[src/rtl/core/hwd_pkg.sv]
// shared types, constants and lane helpers of the pixel hit word decoder
package hwd_pkg;

    localparam int ROW_COUNT     = 114;
    localparam int COL_COUNT     = 24;
    localparam int HITS_PER_WORD = 16;

    localparam int ROW_W  = 7;
    localparam int COL_W  = 5;
    localparam int FC_W   = 12;
    localparam int TRIG_W = 31;
    localparam int KIND_W = 3;
    localparam int IDX_W  = 8;
    localparam int LANE_W = $clog2(HITS_PER_WORD);

    // base pixel of the first data word: top = ROW_COUNT * COL_COUNT - 1
    localparam logic [ROW_W-1:0] TOP_ROW = ROW_W'((ROW_COUNT * COL_COUNT - 1) % ROW_COUNT);
    localparam logic [COL_W-1:0] TOP_COL = COL_W'((ROW_COUNT * COL_COUNT - 1) / ROW_COUNT);
    localparam logic [IDX_W-1:0] IDX_MAX = {IDX_W{1'b1}};

    localparam logic [3:0] HDR_NIBBLE = 4'h6;

    localparam logic [KIND_W-1:0] KIND_TRIG     = 3'd0;
    localparam logic [KIND_W-1:0] KIND_HIT      = 3'd1;
    localparam logic [KIND_W-1:0] KIND_TRIG_ERR = 3'd2;
    localparam logic [KIND_W-1:0] KIND_HDR_ERR  = 3'd3;
    localparam logic [KIND_W-1:0] KIND_OVERFLOW = 3'd4;

    typedef struct packed {
        logic [KIND_W-1:0] kind;
        logic [ROW_W-1:0]  row;
        logic [COL_W-1:0]  col;
    } t_lane_res;

    typedef struct packed {
        logic [HITS_PER_WORD-1:0] mask;
        logic [FC_W-1:0]          fc;
        logic [TRIG_W-1:0]        trig;
    } t_load;

    // pixel offset below the word's base pixel for result slot j
    // even slots: byte1 bit k -> 7 - k, odd slots: byte0 bit k -> 15 - k
    function automatic logic [LANE_W-1:0] lane_offset(input int j);
        if (j % 2 == 0) begin
            return LANE_W'(HITS_PER_WORD / 2 - 1 - j / 2);
        end
        return LANE_W'(HITS_PER_WORD - 1 - j / 2);
    endfunction

    // word bit that holds the active-low hit of result slot j
    function automatic int lane_bit(input int j);
        if (j % 2 == 0) begin
            return HITS_PER_WORD / 2 + j / 2;
        end
        return j / 2;
    endfunction

endpackage

[src/rtl/core/pixel_hit_word_decoder_top.sv]
// pixel hit word decoder: block state, sixteen mapping lanes and the result merge
// a word's results pass through the result buffer and then the output register
// throughput: one result per cycle while the output is not stalled; a word leaves 0 to 16 results
// the merge stage, which sends one buffered lane result per cycle when not stalled, sets that rate
// a new word is taken when the buffer is empty or its last result moves to the output register
// reset (synchronous, active low) closes any open block and drops all pending results
module pixel_hit_word_decoder_top (
    input  logic        i_clk,
    input  logic        i_rst_n,
    input  logic        i_s_axis_tvalid,
    output logic        o_s_axis_tready,
    input  logic [31:0] i_s_axis_tdata,   // word[31:0]
    input  logic [0:0]  i_s_axis_tuser,   // block_start[0]
    output logic        o_m_axis_tvalid,
    input  logic        i_m_axis_tready,
    output logic [55:0] o_m_axis_tdata,   // row[6:0] col[11:7] frame_count[23:12]
                                          // trig_num[54:24] zero[55]
    output logic [2:0]  o_m_axis_tuser,   // kind[2:0]
    output logic        o_m_axis_tlast
);
    import hwd_pkg::*;

    // block state
    logic [IDX_W-1:0] r_word_idx, n_word_idx;
    logic             r_aborted, n_aborted;
    // linear position of the current data word's base pixel, kept incrementally
    logic [ROW_W-1:0] r_base_row, n_base_row;
    logic [COL_W-1:0] r_base_col, n_base_col;
    logic             r_base_neg, n_base_neg;   // base pixel has run past the array

    logic             in_xfer;
    logic [31:0]      word;
    logic             block_start;
    logic             hdr_ok;

    t_lane_res [HITS_PER_WORD-1:0] lane_res;
    t_lane_res [HITS_PER_WORD-1:0] load_ent;
    t_load                         load_info;
    logic                          load;
    logic                          load_ready;

    t_lane_res                     out_res;
    logic [FC_W-1:0]               out_fc;
    logic [TRIG_W-1:0]             out_trig;

    assign word        = i_s_axis_tdata;
    assign block_start = i_s_axis_tuser[0];
    assign in_xfer     = i_s_axis_tvalid && load_ready;
    assign hdr_ok      = (word[31:28] == HDR_NIBBLE);
    assign o_s_axis_tready = load_ready;

    // one lane per hit bit, each one at a fixed offset below the base pixel
    for (genvar j = 0; j < HITS_PER_WORD; j++) begin : g_lane
        hwd_lane u_lane (
            .i_base_row (r_base_row),
            .i_base_col (r_base_col),
            .i_base_neg (r_base_neg),
            .i_offset   (lane_offset(j)),
            .o_res      (lane_res[j])
        );
    end

    // what a word leaves in the result buffer, and how it moves the block state
    always_comb begin
        n_word_idx = r_word_idx;
        n_aborted  = r_aborted;
        n_base_row = r_base_row;
        n_base_col = r_base_col;
        n_base_neg = r_base_neg;
        load_ent   = lane_res;
        load_info.mask = '0;
        load_info.fc   = '0;
        load_info.trig = '0;

        priority if (block_start) begin
            // trigger word: one result, good or bad
            load_info.mask    = HITS_PER_WORD'(1);
            load_info.trig    = word[TRIG_W-1:0];
            load_ent[0].row   = '0;
            load_ent[0].col   = '0;
            if (word[31]) begin
                load_ent[0].kind = KIND_TRIG;
                n_aborted  = 1'b0;
                n_word_idx = IDX_W'(1);
                n_base_row = TOP_ROW;
                n_base_col = TOP_COL;
                n_base_neg = 1'b0;
            end else begin
                load_ent[0].kind = KIND_TRIG_ERR;
                n_aborted  = 1'b1;
                n_word_idx = '0;
            end
        end else if (r_aborted || (r_word_idx == '0)) begin
            // outside a block: word dropped
            load_info.mask = '0;
        end else if (!hdr_ok) begin
            load_info.mask   = HITS_PER_WORD'(1);
            load_ent[0].kind = KIND_HDR_ERR;
            load_ent[0].row  = '0;
            load_ent[0].col  = '0;
            n_aborted        = 1'b1;
        end else begin
            // data word: active-low hit bits select lanes
            load_info.fc = word[16 +: FC_W];
            for (int j = 0; j < HITS_PER_WORD; j++) begin
                load_info.mask[j] = !word[lane_bit(j)];
            end
            // the index saturates and the base pixel stays with it
            if (r_word_idx != IDX_MAX) begin
                n_word_idx = r_word_idx + IDX_W'(1);
                if (r_base_row >= ROW_W'(HITS_PER_WORD)) begin
                    n_base_row = r_base_row - ROW_W'(HITS_PER_WORD);
                end else begin
                    n_base_row = ROW_W'((ROW_W+1)'(r_base_row) + (ROW_W+1)'(ROW_COUNT)
                               - (ROW_W+1)'(HITS_PER_WORD));
                    if (r_base_col == '0) begin
                        n_base_neg = 1'b1;
                    end else begin
                        n_base_col = r_base_col - COL_W'(1);
                    end
                end
            end
        end
    end

    assign load = in_xfer;

    always_ff @(posedge i_clk) begin
        if (!i_rst_n) begin
            r_word_idx <= '0;
            r_aborted  <= 1'b0;
            r_base_row <= TOP_ROW;
            r_base_col <= TOP_COL;
            r_base_neg <= 1'b0;
        end else if (in_xfer) begin
            r_word_idx <= n_word_idx;
            r_aborted  <= n_aborted;
            r_base_row <= n_base_row;
            r_base_col <= n_base_col;
            r_base_neg <= n_base_neg;
        end
    end

    // buffer of lane results and the output register
    hwd_merge u_merge (
        .i_clk        (i_clk),
        .i_rst_n      (i_rst_n),
        .i_load       (load),
        .i_load_info  (load_info),
        .i_lanes      (load_ent),
        .o_load_ready (load_ready),
        .o_valid      (o_m_axis_tvalid),
        .i_ready      (i_m_axis_tready),
        .o_res        (out_res),
        .o_fc         (out_fc),
        .o_trig       (out_trig),
        .o_last       (o_m_axis_tlast)
    );

    assign o_m_axis_tdata = {1'b0, out_trig, out_fc, out_res.col, out_res.row};
    assign o_m_axis_tuser = out_res.kind;

endmodule

[src/rtl/core/hwd_lane.sv]
// one mapping lane: offset below base pixel to serpentine row and column
module hwd_lane (
    input  logic [hwd_pkg::ROW_W-1:0]  i_base_row,
    input  logic [hwd_pkg::COL_W-1:0]  i_base_col,
    input  logic                       i_base_neg,
    input  logic [hwd_pkg::LANE_W-1:0] i_offset,
    output hwd_pkg::t_lane_res         o_res
);
    import hwd_pkg::*;

    logic             borrow;
    logic [ROW_W:0]   row_sum;
    logic [ROW_W-1:0] row_lin;
    logic [COL_W-1:0] col_lin;
    logic             past_end;
    logic [ROW_W-1:0] row_mir;

    assign borrow = {1'b0, i_base_row} < (ROW_W+1)'(i_offset);

    always_comb begin
        if (borrow) begin
            row_sum = (ROW_W+1)'(i_base_row) + (ROW_W+1)'(ROW_COUNT)
                    - (ROW_W+1)'(i_offset);
            col_lin = i_base_col - COL_W'(1);
        end else begin
            row_sum = (ROW_W+1)'(i_base_row) - (ROW_W+1)'(i_offset);
            col_lin = i_base_col;
        end
    end

    assign row_lin  = row_sum[ROW_W-1:0];
    assign past_end = i_base_neg || (borrow && (i_base_col == '0));
    assign row_mir  = ROW_W'(ROW_COUNT - 1) - row_lin;

    always_comb begin
        o_res.kind = KIND_HIT;
        o_res.row  = row_lin;
        o_res.col  = col_lin;
        if (past_end) begin
            o_res.kind = KIND_OVERFLOW;
            o_res.row  = '0;
            o_res.col  = '0;
        end else begin
            unique case (col_lin[1:0])
                2'd0: begin
                    o_res.row = row_lin;
                    o_res.col = col_lin;
                end
                2'd1: begin
                    o_res.row = row_mir;
                    o_res.col = col_lin;
                end
                2'd2: begin
                    o_res.row = row_lin;
                    o_res.col = col_lin + COL_W'(1);
                end
                default: begin
                    o_res.row = row_mir;
                    o_res.col = col_lin - COL_W'(1);
                end
            endcase
        end
    end

endmodule

[src/rtl/core/hwd_merge.sv]
// result buffer of all lanes and the stage that sends them out one per cycle while the output is not stalled
module hwd_merge (
    input  logic                                      i_clk,
    input  logic                                      i_rst_n,
    input  logic                                      i_load,
    input  hwd_pkg::t_load                            i_load_info,
    input  hwd_pkg::t_lane_res [hwd_pkg::HITS_PER_WORD-1:0] i_lanes,
    output logic                                      o_load_ready,
    output logic                                      o_valid,
    input  logic                                      i_ready,
    output hwd_pkg::t_lane_res                        o_res,
    output logic [hwd_pkg::FC_W-1:0]                  o_fc,
    output logic [hwd_pkg::TRIG_W-1:0]                o_trig,
    output logic                                      o_last
);
    import hwd_pkg::*;

    logic [HITS_PER_WORD-1:0] r_mask, n_mask;
    t_lane_res                r_ent [HITS_PER_WORD];
    logic [FC_W-1:0]          r_fc;
    logic [TRIG_W-1:0]        r_trig;

    logic                     r_out_valid, n_out_valid;
    t_lane_res                r_out_res;
    logic [FC_W-1:0]          r_out_fc;
    logic [TRIG_W-1:0]        r_out_trig;
    logic                     r_out_last;

    logic                     out_free;
    logic                     take;
    logic [LANE_W-1:0]        pick;
    logic [HITS_PER_WORD-1:0] rest;

    // lowest pending slot goes first
    always_comb begin
        pick = '0;
        for (int i = HITS_PER_WORD - 1; i >= 0; i--) begin
            if (r_mask[i]) begin
                pick = LANE_W'(i);
            end
        end
    end

    assign out_free     = !r_out_valid || i_ready;
    assign take         = out_free && (r_mask != '0);
    assign rest         = r_mask & ~(HITS_PER_WORD'(1) << pick);
    assign o_load_ready = (r_mask == '0) || (take && (rest == '0));

    always_comb begin
        n_mask = r_mask;
        if (i_load) begin
            n_mask = i_load_info.mask;
        end else if (take) begin
            n_mask = rest;
        end
        n_out_valid = r_out_valid;
        if (take) begin
            n_out_valid = 1'b1;
        end else if (i_ready) begin
            n_out_valid = 1'b0;
        end
    end

    always_ff @(posedge i_clk) begin
        if (!i_rst_n) begin
            r_mask      <= '0;
            r_out_valid <= 1'b0;
        end else begin
            r_mask      <= n_mask;
            r_out_valid <= n_out_valid;
        end
    end

    always_ff @(posedge i_clk) begin
        if (i_load) begin
            for (int i = 0; i < HITS_PER_WORD; i++) begin
                r_ent[i] <= i_lanes[i];
            end
            r_fc   <= i_load_info.fc;
            r_trig <= i_load_info.trig;
        end
        if (take) begin
            r_out_res  <= r_ent[pick];
            r_out_fc   <= r_fc;
            r_out_trig <= r_trig;
            r_out_last <= (rest == '0);
        end
    end

    assign o_valid = r_out_valid;
    assign o_res   = r_out_res;
    assign o_fc    = r_out_fc;
    assign o_trig  = r_out_trig;
    assign o_last  = r_out_last;

endmodule
[config.mk]
export PLATFORM = sky130hd
export DESIGN_NAME = pixel_hit_word_decoder_top
export DESIGN_NICKNAME = d
export VERILOG_FILES = /design/src/rtl/core/hwd_pkg.sv /design/src/rtl/core/pixel_hit_word_decoder_top.sv /design/src/rtl/core/hwd_lane.sv /design/src/rtl/core/hwd_merge.sv
export SDC_FILE = /design/constraint.sdc
export NUM_CORES = 1
export LEC_CHECK = 0
export ABC_AREA = 1
export BUFFER_PORTS_ARGS = -buffer_cell sky130_fd_sc_hd__buf_2
export CAP_MARGIN = 5
export CORE_MARGIN = 2
export CORE_UTILIZATION = 50
export CTS_BUF_LIST = sky130_fd_sc_hd__clkbuf_2 sky130_fd_sc_hd__clkbuf_4 sky130_fd_sc_hd__clkbuf_8
export CTS_CLUSTER_DIAMETER = 50
export CTS_CLUSTER_SIZE = 16
export DETAILED_ROUTE_END_ITERATION = 10
export PLACE_DENSITY = 0.65
export SYNTH_ARGS = -nofsm -noshare
export SYNTH_HDL_FRONTEND = slang
export SYNTH_SLANG_ARGS = --single-unit
[constraint.sdc]
create_clock -name i_clk -period 8.4 [get_ports i_clk]
set_input_delay 0.84 -clock i_clk [delete_from_list [all_inputs] [get_ports i_clk]]
set_output_delay 0.84 -clock i_clk [all_outputs]
set_load 0.005 [all_outputs]
-- After elaboration in Yosys (flattened, before gate mapping)
Memory sizes are Yosys's and may differ from the RTL's. A register that Yosys moved wholly into a read port is not among the register bits.
Index checks and enable logic that the tools add are counted.
W data, S select, Z words.
- reduce and logical (&&, ||, !) cells: 87
- bitwise operators: 3
- shift operators: 1
- divide/modulo/power cells: 0
- multipliers: 0
- equal/unequal tests: 39
- add/sub/neg operators: 83
- $lt $le $gt $ge: 25
- muxes and demuxes: 197
- operator list (kind ; count):
    $mux W32 ; 24
    $pmux W12 S3 ; 16
    $lt A32 B7 Y1 const B ; 8
    $mux W12 ; 16
    $mux W7 ; 22
    $mux W5 ; 23
    $sub A7 B4 Y7 const B ; 16
    $sub A7 B7 Y7 const A ; 16
    $mux W4 ; 24
    $sub A5 B1 Y5 const B ; 17
    $add A5 B1 Y5 const B ; 16
    $mux W16 ; 5
    $lt A7 B4 Y1 const B ; 8
    $sub A7 B3 Y7 const B ; 8
    $mux W3 ; 16
    $mux W15 ; 3
    $bmux W1 S5 ; 8
    $mux W1 ; 35
    $eq A2 B1 Y1 const B ; 16
    $eq A2 B2 Y1 const B ; 16
    $logic_not A16 Y1 ; 2
    $logic_not A2 Y1 ; 16
    $mux W8 ; 4
    $lt A7 B3 Y1 const B ; 4
    28 further kinds ; 96
- memories kept: 1
- flip-flop bits (word level): 126
- bits in read-only memories: 0
- bits in latches: 0
- RAM bits: 240
- bits of input ports: 37
- output and inout bits: 62
- memories (name ; depth ; bits a word ; rd ports ; clocked after Yosys merged registers in ; wr ports ; line ; source):
    u_merge.r_ent ; 16 ; 15 ; 1 ; 1 ; 16 ; hwd_merge.sv:19 ; t_lane_res r_ent [HITS_PER_WORD];

-- Longest topological paths before layout
- depth after elaboration: 25
- gate-level depth with buffers: 27
- depth with buffers taken out: 27

-- Hierarchy
From an unflattened synthesis, not the netlist that was laid out.
- cell total of the unflattened synthesis: 4719
- area total of the unflattened synthesis: 35544.1 sq um
- modules (own cells, without submodules) (module ; instances ; seq. area each (sq um) ; cells each ; area an instance (sq um)):
    hwd_merge ; 1 ; 10610.2 ; 987 ; 13425.4
    hwd_lane (g_lane[13].u_lane ...) ; 10 ; 0.0 ; 213 ; 1253.7
    hwd_lane (g_lane[0].u_lane ...) ; 5 ; 0.0 ; 208 ; 1266.2
    pixel_hit_word_decoder_top ; 1 ; 440.4 ; 355 ; 2042.0
    hwd_lane (g_lane[2].u_lane) ; 1 ; 0.0 ; 207 ; 1208.7

-- Worst setup path after synthesis
No wires, ideal clock.
- path type: register to register
- from: reg u_merge.r_mask[8]
- to: reg r_word_idx[4]
- arrival time: 7.059 ns
- cell stages (with the launch flop): 14
- required time: 8.277 ns
- period minus slack after synthesis: 7.182 ns
- setup slack: 1.218 ns
- library setup time: 0.123 ns
- cell sequence: dfxtp_1 > nor4_2 > nand2_1 > a21oi_4 > buf_6 > nand4_1 > o21bai_1 > nand3_1 > nor2_1 > nand3_2 > a21oi_4 > nand2_2 > a21oi_1 > nor2_1
- longest elaborated chain between the ends: 17
- ends and longest elaborated chain (element ; line ; source):
    from (decl) ; hwd_merge.sv:18 ; logic [HITS_PER_WORD-1:0] r_mask, n_mask;
    from (signal assigned) ; hwd_merge.sv:69 ; r_mask <= n_mask;
    $mux W4 (9 in a row) ; hwd_merge.sv:38 ; if (r_mask[i]) begin
    $shl A1 B4 Y16 ; hwd_merge.sv:46 ; assign rest = r_mask & ~(HITS_PER_WORD'(1) << pick);
    $not A16 Y16 ; hwd_merge.sv:46 ;
    $and A16 B16 Y16 ; hwd_merge.sv:46 ;
    $logic_not A16 Y1 ; hwd_merge.sv:47 ; assign o_load_ready = (r_mask == '0) || (take && (rest == '0));
    $logic_and A1 B1 Y1 ; hwd_merge.sv:47 ;
    $logic_or A1 B1 Y1 * ; hwd_merge.sv:47 ;
    $logic_and A1 B1 Y1 * ; pixel_hit_word_decoder_top.sv:48 ; assign in_xfer = i_s_axis_tvalid && load_ready;
    $reduce_and A4 Y1 (no source line) * ; n/a ;
    to (signal assigned) ; pixel_hit_word_decoder_top.sv:136 ; r_word_idx <= n_word_idx;
    to (decl) ; pixel_hit_word_decoder_top.sv:24 ; logic [IDX_W-1:0] r_word_idx, n_word_idx;
Every way passes the cells marked *; elsewhere a longest branch is shown, timed or not.
A chain may end at the register's enable or synchronous reset.

==> results.json <==
{
  "htreeDepth": 2,
  "path_class": "register to register",
  "dpl.hpwl_um": 60400,
  "post-route-period-util": 0.628,
  "antenna_found_initial": 2,
  "via_per_inst": 5.86,
  "grt_setup_unrepaired": "false",
  "cap_viol_max_count": 0,
  "synth_warnings": 0,
  "cts_root_buffer": "clkbuf_8",
  "synth_nets": 3314,
  "drive_above_1_share": 0.0919,
  "drc": 0,
  "final.fill_count": 4565,
  "synth_cells": 3133,
  "final_antenna_net_count": 0,
  "r2r-end": "u_merge.r_ent[11][4]",
  "hp-class": "input pin to register",
  "postCtsSetupBuffers": 0,
  "fmax_ghz": 0.190,
  "grt_use_total": 0.328,
  "r2r-start": "r_base_row[1]",
  "grt_pass1_vias": 21145,
  "end_kind": "register",
  "met1_usage": 0.446,
  "dr.pass1.iters": 6,
  "use_met3": 0.0711,
  "tritoncts": "done",
  "core_area_sq_um": 49000,
  "clock_path_buffers": 3,
  "synth_seq_area_share": 0.428,
  "arrival_ns": 5.68,
  "async_flop_share": 0,
  "start_kind": "register",
  "worst_clock_skew_ns": 0.0580,
  "die_w_um": 227,
  "routed_wl_um": 84400,
  "min_from": "i_s_axis_tdata[30]",
  "clock-sinks": 366,
  "clk_pin_slew_ns": 0.09,
  "synth-seq-cells": 366,
  "critPathRequiredTime_ns": 8.81,
  "status": "completed",
  "final.min_clock_period_ns": 5.28,
  "cts.repair.resized": 0,
  "tns_ns": 0,
  "setup-violations-final": 0,
  "avgSynthCellArea_sq_um": 7.91,
  "top_usage_layer": "met2",
  "grt_max_degree": 71,
  "rrSetupSlack_ns": 3.12,
  "fp-row-count": 81,
  "whs_path_depth": 3,
  "io_buffers": 97,
  "max_slew.worst_pin.slew_ns": 1.01,
  "routabilityCongestion": 1.02,
  "syn2layout_area_growth_pct": 8.27,
  "slew_headroom": 0.323,
  "cts_buffers": 45,
  "die-area_sq_um": 51400,
  "final_nets": 3365,
  "synthDistinctLibCells": 54,
  "grt_pass1_wl_um": 126000,
  "hold_viol": 0,
  "synth_edf_count": 327,
  "cp_max_fo": 20,
  "drt_iter0_drc": 2587,
  "start_util": 0.506,
  "met2_usage": 0.506,
  "wire_per_inst_um": 21.7,
  "die_y_um": 227,
  "synth_area_sq_um": 24800,
  "num_vias": 22768,
  "hold_end": "u_merge.r_trig[30]",
  "grt_overflow": 0,
  "synth-main-ff-cell": "edfxtp_1",
  "slew_violations": 0,
  "reg2reg_depth": 20,
  "cts_hold_buf": 0,
  "ioPinCount": 99,
  "clkLatencyLatePin_ns": 0.69
}
Yosys cell counts, types with 2 or more instances:
library cell	instances	area [sq um]
o22ai_1	12	75.1
a21boi_0	7	52.6
ha_1	144	1800
buf_1	21	78.8
nand2_1	816	3060
edfxtp_1	327	9820
xor2_1	119	1040
o211ai_1	20	150
a221oi_1	48	420
o21ai_0	203	1020
nor2_2	3	18.8
nor3_1	22	110
nor4_1	4	25.0
or2_2	43	269
nand2_2	4	25.0
xnor2_1	24	210
inv_1	375	1410
clkinv_1	13	48.8
nor2_4	3	33.8
buf_2	25	125
inv_2	11	41.3
nand3_1	160	801
a21oi_4	3	48.8
o211a_1	3	30.0
dfxtp_1	39	781
a211oi_1	8	60.1
mux2i_1	3	30.0
clkbuf_1	84	315
buf_6	4	45.0
nor2_1	212	796
o21a_1	3	22.5
a31oi_1	8	50.1
nand2_4	2	22.5
a21o_1	5	37.5
o21ai_1	14	70.1
o221ai_1	3	26.3
a21oi_1	292	1460
nand4_1	30	188
critical path, stage by stage, from the launching register on:
cell,delay [ns]
dfxtp_1,0.59
clkinv_1,0.19
buf_4,0.32
ha_1,0.38
inv_2,0.10
a21oi_1,0.26
inv_1,0.07
nor2_1,0.57
clkinv_1,0.44
o21ai_1,0.39
inv_1,0.15
ha_1,0.26
inv_1,0.13
ha_1,0.26
inv_1,0.07
nor2_1,0.05
o21ai_0,0.19
nand2_1,0.10
xnor2_1,0.20
nor2_1,0.07
o211a_1,0.20
registers in the layout (all words and copies together) (netlist names), 7 cells and up:
| register | cells |
|---|---|
| u_merge.r_fc | 12 |
| u_merge.o_trig | 31 |
| u_merge.r_mask | 16 |
| r_base_row | 7 |
| u_merge.o_fc | 12 |
| u_merge.r_trig | 31 |
| r_word_idx | 8 |
| u_merge.r_ent | 225 |
| u_merge.o_res | 15 |
placed cells by master (no fill, tap or decap), drive strengths merged, types with 12 or more instances in the layout:
cell type,Yosys,routed
o22ai,12,12
a21oi,295,295
nand2,823,823
o21ai,217,217
a221oi,48,48
nor3,22,22
clkbuf,84,50
o211ai,20,20
nand4,31,31
edfxtp,327,327
nor2,219,219
clkinv,13,27
ha,144,144
xor2,119,119
dfxtp,39,39
xnor2,24,24
buf,51,139
nand3,161,161
or2,43,43
inv,386,398
per-stage QoR:
stage                      util  cell area [sq um]  hold WS (ns)  setup WS [ns]  instances
after floorplan               -              24800         0.400           1.22       3133
after global placement    0.528              25900         0.400           3.45       3801
after detailed placement  0.528              25900         0.405           3.30       3801
after CTS                 0.548              26800         0.387           3.30       3884
after global routing      0.548              26800         0.406           2.74       3884
final                     0.548              26800         0.420           3.12       3885
worst max path at each step:
| stage | from | endpoint | slack [ns] | cells past startpoint |
|---|---|---|---|---|
| after detailed placement | r_base_row[4] | u_merge.r_ent[12][3] | 3.30 | 18 |
| after CTS | r_base_row[1] | u_merge.r_ent[11][4] | 3.30 | 20 |
| after global routing | r_base_row[1] | u_merge.r_ent[11][4] | 2.74 | 20 |
| final | r_base_row[1] | u_merge.r_ent[11][4] | 3.12 | 20 |
| after global placement | r_base_row[4] | u_merge.r_ent[12][3] | 3.45 | 18 |
| after floorplan | u_merge.r_mask[8] | r_word_idx[4] | 1.22 | 13 |
layer usage:
metal | share of wire | routed length, um
met5 | 0.00015 | 13
met4 | 0.046 | 3900
met3 | 0.11 | 9660
met2 | 0.44 | 36900
met1 | 0.40 | 33900
layout make-up:
| type | count | area (sq um) | area share |
|---|---|---|---|
| clock inverters | 33 | 305 | 0.0114 |
| well taps | 664 | 831 | 0.0310 |
| multi-input cells | 2233 | 12100 | 0.452 |
| inverters | 399 | 1500 | 0.0558 |
| diodes | 1 | 2.50 | 0.0000933 |
| clock buffers | 50 | 657 | 0.0245 |
| flip-flops and latches | 366 | 10600 | 0.395 |
| repair buffers | 139 | 801 | 0.0298 |
logic make-up after synthesis:
logic type      count (synthesis)  synth area share
buf+inv                       534            0.0835
flops                         366             0.428
simple gates                 1306             0.220
fa+ha+maj                     144            0.0727
mux                             3           0.00121
other cells                     1          0.000151
compound gates                636             0.144
xor+xnor                      143            0.0505
Power is left out: the tool's default activity adds up to more than one toggle a clock period on the data nets, which glitch-free logic cannot reach.
